===== src/rtl/ccr_pkg.sv =====
//------------------------------------------------------------------------------
// ccr_pkg
// Shared widths, latencies and constants of the cubic curve ribbon sampler.
//------------------------------------------------------------------------------
package ccr_pkg;

  localparam int COORD_FRAC_BITS = 16;

  localparam int CRD_W = 32;
  localparam int PC_W  = 13;
  localparam int IDX_W = 12;
  localparam logic [PC_W-1:0] PC_RESET = PC_W'(250);

  // Curve parameter u is unsigned Q1.24 and may reach exactly one.
  localparam int U_FRAC = 24;
  localparam int U_W    = U_FRAC + 1;

  // Power-form coefficients and partial sums stay below 2^38 in magnitude.
  localparam int COEF_W = 39;

  // Restoring divider: 64-bit dividend, 31-bit divisor, 32 quotient bits.
  localparam int DIV_W   = 32;
  localparam int DVS_W   = 31;
  localparam int DIV_LAT = DIV_W;

  // Square root of a 62-bit radicand, one root bit per stage.
  localparam int ROOT_W   = 31;
  localparam int SQRT_LAT = ROOT_W;

  localparam int CURVE_LAT = 7;

  // Chord magnitudes and their normalized form in [2^29, 2^30).
  localparam int MAG_W  = CRD_W + 1;
  localparam int NRM_W  = 30;
  localparam int NRM_HI = NRM_W - 1;

  // Base half width 0.03 in coordinate format.
  localparam int W_BASE = ((3 << COORD_FRAC_BITS) + 50) / 100;

  localparam int TOTAL_LAT = 2 + DIV_LAT + CURVE_LAT + 5 + SQRT_LAT + 2 + DIV_LAT + 1;

endpackage


===== src/rtl/ccr_isqrt.sv =====
//------------------------------------------------------------------------------
// ccr_isqrt
// Pipelined floor square root of a 62-bit value, one root bit per stage.
//------------------------------------------------------------------------------
module ccr_isqrt
  import ccr_pkg::*;
(
  input  logic                  clk,
  input  logic [2*ROOT_W-1:0]   radicand,
  output logic [ROOT_W-1:0]     root
);

  localparam int REM_W = ROOT_W + 2;

  logic [REM_W-1:0]    rem_r   [SQRT_LAT];
  logic [ROOT_W-1:0]   root_r  [SQRT_LAT];
  logic [2*ROOT_W-1:0] low_r   [SQRT_LAT];

  logic [REM_W-1:0]    rem_in  [SQRT_LAT];
  logic [ROOT_W-1:0]   root_in [SQRT_LAT];
  logic [2*ROOT_W-1:0] low_in  [SQRT_LAT];

  logic [REM_W+1:0]    part    [SQRT_LAT];
  logic [REM_W+1:0]    trial   [SQRT_LAT];
  logic [REM_W+1:0]    diff    [SQRT_LAT];
  logic                ge      [SQRT_LAT];

  always_comb begin
    rem_in[0]  = '0;
    root_in[0] = '0;
    low_in[0]  = radicand;
    for (int k = 1; k < SQRT_LAT; k++) begin
      rem_in[k]  = rem_r[k-1];
      root_in[k] = root_r[k-1];
      low_in[k]  = low_r[k-1];
    end
  end

  // Bring down the next two radicand bits and try to append a one to the root.
  always_comb begin
    for (int k = 0; k < SQRT_LAT; k++) begin
      part[k]  = {rem_in[k], low_in[k][2*ROOT_W-1 -: 2]};
      trial[k] = {2'b00, root_in[k], 2'b01};
      diff[k]  = part[k] - trial[k];
      ge[k]    = part[k] >= trial[k];
    end
  end

  always_ff @(posedge clk) begin
    for (int k = 0; k < SQRT_LAT; k++) begin
      rem_r[k]  <= ge[k] ? diff[k][REM_W-1:0] : part[k][REM_W-1:0];
      root_r[k] <= {root_in[k][ROOT_W-2:0], ge[k]};
      low_r[k]  <= {low_in[k][2*ROOT_W-3:0], 2'b00};
    end
  end

  assign root = root_r[SQRT_LAT-1];

endmodule


===== config.mk =====
export PLATFORM = sky130hd
export DESIGN_NAME = ccr_isqrt
export DESIGN_NICKNAME = d
export VERILOG_FILES = /design/src/rtl/ccr_pkg.sv /design/src/rtl/ccr_isqrt.sv
export SDC_FILE = /design/constraint.sdc
export NUM_CORES = 2
export LEC_CHECK = 0
export BUFFER_PORTS_ARGS = -buffer_cell sky130_fd_sc_hd__buf_2
export CAP_MARGIN = 5
export CORE_MARGIN = 4
export CORE_UTILIZATION = 45
export DETAILED_ROUTE_END_ITERATION = 16
export PLACE_DENSITY = 0.72
export SLEW_MARGIN = 10
export SYNTH_ARGS = -nofsm -noshare
export SYNTH_HDL_FRONTEND = slang
export SYNTH_SLANG_ARGS = --single-unit

===== constraint.sdc =====
create_clock -name clk -period 4.77 [get_ports clk]
set_input_delay 0.2385 -clock clk [delete_from_list [all_inputs] [get_ports clk]]
set_output_delay 0.2385 -clock clk [all_outputs]
set_load 0.005 [all_outputs]

==> results by stage <==
Layout:
- The number of nets in the layout is 9,410.
- The library cell used most frequently in the layout, excluding fill and tap cells, is dfxtp_1.
- The area growth from synthesis to layout is 14.1%.
- The fill cell instance count of the final layout is 16,600.
- The number of antenna diodes in the final layout is 0.
- The ratio of cells with drive above 1 in the final layout is 7.11%.
- The top cell types in the final layout, fill and taps aside, are 2,368 x dfxtp_1, 683 x inv_1, 599 x nand2_1.

Worst setup path:
- The minimum setup slack among reg-to-reg paths is between 700 and 800 ps.
- Data on the critical path is required at its endpoint by 5500 ps.
- The element type at the critical path end is a flop.
- The kind of critical path is reg -> reg.
- The arrival time of data at the critical path endpoint is 4760 ps.
- The worst reg2reg path depth is 13.
- In this run the critical register-to-register path is launched from root_r[0][415].
- The endpoint identified for the worst register-to-register timing path is rem_r[0][488].
- STA classifies the critical path startpoint as a flop.
- In this run the worst path has a maximum fanout of 19.

Place:
- The number of port buffers is between 90 and 100.
- The post-DP HPWL is 134 mm.
- The setup slack after placement is about 780 ps.
- The final estimated routing congestion in global placement is 0.909.

Power and ir drop:
- For this design the static power due to leakage is 0.0460 µW.
- The worst IR drop on VDD is 0.000470 V.
- The power density over the cells is 521 nW/µm².

Die:
- The I/O pin count is 94.
- The floorplan die area is 199,000 µm².
- Once the floorplan was initialized, standard cells occupied 45.3% of the core.
- The total area inside the core boundary comes to 190,000 µm².
- The die width is approximately 450 µm.
- In this run the vertical extent of the chip is 446 µm.
- After floorplanning, the core was divided into 160 placement rows.

Clock tree:
- The maximum clock path buffer count is 3.
- The H-tree was split into 4 levels.
- The number of buffers inserted to repair setup after CTS is 0.
- The clock tree from TritonCTS is built.
- The CTS root buffer is clkbuf_16.
- The clock sink total is 2,368.
- Clock-pin slew was measured on the worst setup and hold paths at 60 ps.
- The clock reaches the later pin of the worst-skew pair after 870 ps.
- TritonCTS created 223 clock buffers.

STA:
- The clock arrives with 75.1 ps of skew.
- The post-route worst setup slack is roughly 750 ps.
- The worst-case headroom to the max-slew limit is 28.8%.
- The post-route fraction of the period consumed by the critical path is 84.4%.
- The slew of the pin with the lowest slew margin is approximately 1100 ps.
- The number of max-slew violations in the final report came to 0.
- The final hold violation count came to 0.
- The post-route setup TNS is 0 ps.
- The minimum clock period after layout is ~4000 ps.
- The total of endpoints with negative setup slack in the final report is 0.
- Setup repair after global routing left no endpoint under its margin.
- The maximum frequency from static timing analysis is 248 MHz.

Logic synthesis:
- The Yosys step of the flow raised 0 warnings.
- The distinct cell type count after synthesis is 86.
- In this run, synthesis produced a sequential element count of 2,368.
- The most instantiated flip-flop cell in the synthesis netlist is dfxtp_1.
- After synthesis, flip-flops and latches occupy 55.0% of the total area.
- The number of nets in the synthesized netlist is 9,098.
- The number of enable flip-flop cells after synthesis is 0.
- The fraction of registers with async set/reset is 0%.
- The synthesized instance count is 8,507.
- The total standard cell area after synthesis is around 86,000 µm².
- The average cell area after synthesis is 10.1 µm².

Routing:
- The routed wire length is 180 mm.
- Detailed routing inserted a total of 58,900 vias.
- After detailed routing, the number of remaining DRC violations is 0.
- The detailed-route wire length per cell is 15.6 µm.
- In this run the remaining antenna-violating nets after routing total 0.
- The number of iterations in the first detailed-routing pass is 6.
- The detailed router finished its first iteration with 3,300 violations.
- The routed via count divided by cell count is 5.11.

Outcome:
- The run finished with clean final reports.

Global route:
- The residual overflow from global routing is 0.
- The initial antenna violation count is 1.
- Entering global routing, the biggest net connects 53 pins.
- The first global-routing pass estimated 295 mm of wire.
- For this run, the total global-route usage over all layers was measured as 17.8%.
- The via count of the first global-routing pass is 58,600.

Hold path:
- The hold-critical path endpoint is low_r[0][39].
- The path class of the lowest-slack min-delay path is in -> reg.
- In this run the most critical hold path is launched from radicand[39].
- The hold-critical path depth is 2.

Run:
- Across the run, the number of max-cap violations was 0.
==> power by group <==
group | total, µW | internal [µW] | switching (µW) | leakage, µW
sequential | 25500 | 23000 | 2520 | 0.0198
combinational | 8120 | 3710 | 4410 | 0.0225
clock | 17600 | 10000 | 7610 | 0.00367
==> critical path: stages (launching register included) <==
cell and delay (ps):
dfxtp_1 320, inv_1 40, ha_1 390, and3_1 240, nand3_1 150, nor3_1 200
a31oi_1 120, o311a_1 170, o31a_1 350, inv_1 430, nand2_1 260, nor4b_1 850
nand2_1 210, xnor2_1 170
==> synthesized netlist by cell type, types with 34 or more instances <==
cell,instances,area [µm²]
a211oi_1,34,255
a21o_1,228,1710
a21oi_1,549,2750
a31oi_1,38,238
and3_1,48,300
clkbuf_1,138,518
dfxtp_1,2368,47400
ha_1,528,6610
inv_1,683,2560
mux2_2,54,608
nand2_1,599,2250
nand2b_1,102,638
nand3_1,130,651
nand4_1,90,563
nor2_1,519,1950
nor2b_1,83,519
nor3_1,205,1030
nor4_1,109,682
o21a_1,99,743
o21ai_0,444,2220
o21bai_1,46,345
o31ai_1,61,458
or2_2,51,319
or3_1,93,582
or4_1,46,345
xnor2_1,403,3530
xor2_1,347,3040
==> layer usage <==
layer | GRT usage, % | wire length [µm] | vias to the layer above
met1 | 22.0 | 79000 | 27400
met4 | 7.46 | 7140 | 0
met3 | 2.80 | 7510 | 438
met2 | 30.9 | 86500 | 1355
met5 | 0 | 0 | -
li1 | - | - | 29700
==> what timing repair did <==
item,CTS,global route
endpoints found under the hold margin,63,0
gates resized for setup,0,0
hold buffers,122,0
==> registers in the layout, summed over array words and instances (netlist names) <==
register,flops
low_r,930
root_r,496
rem_r,942
==> logic make-up (layout without fill, tap and decap cells) <==
logic type      count (synthesis)  in the layout  share of synthesized area (%)
fa+ha+maj                     528            528                           7.66
flops                        2368           2368                           55.0
xor+xnor                      750            750                           7.62
mux                            68             68                          0.868
other cells                     1              1                        0.00435
compound gates               1713           1713                           12.3
simple gates                 2237           2237                           12.9
buf+inv                       842           1346                           3.69
==> worst max-delay path by stage <==
stage | slack (ps) | end | cells after the start | from
6_report | 750 | rem_r[0][488] | 13 | root_r[0][415]
5_1_grt | 380 | rem_r[0][488] | 13 | root_r[0][403]
4_1_cts | 740 | rem_r[0][488] | 13 | root_r[0][415]
3_5_place_dp | 780 | rem_r[0][488] | 13 | root_r[0][415]
3_3_place_gp | 800 | rem_r[0][492] | 13 | root_r[0][415]
2_1_floorplan | 1420 | rem_r[0][352] | 12 | rem_r[0][307]
==> area by class of cell <==
class / count / area (µm²) / area share, %
well taps: 2511 / 3140 / 3.19
multi-input cells: 5297 / 35700 / 36.3
flip-flops and latches: 2368 / 47400 / 48.2
inverters: 685 / 2570 / 2.61
clock buffers: 304 / 6270 / 6.37
repair buffers: 244 / 1920 / 1.95
clock inverters: 113 / 1340 / 1.37
==> stage by stage <==
stage	std cells	instance area [µm²]	power (µW)	utilization (%)	hold slack, ps
floorplan	8507	86200	31300	-	266
global placement	11000	89600	33700	47.0	310
detailed placement	11000	89600	33900	47.0	312
CTS	11500	98400	51700	51.7	25.5
global route	11500	98400	53900	51.7	52.1
finish	11500	98400	51300	51.7	96.3
No activity file was read; power rests on OpenSTA's default activity.
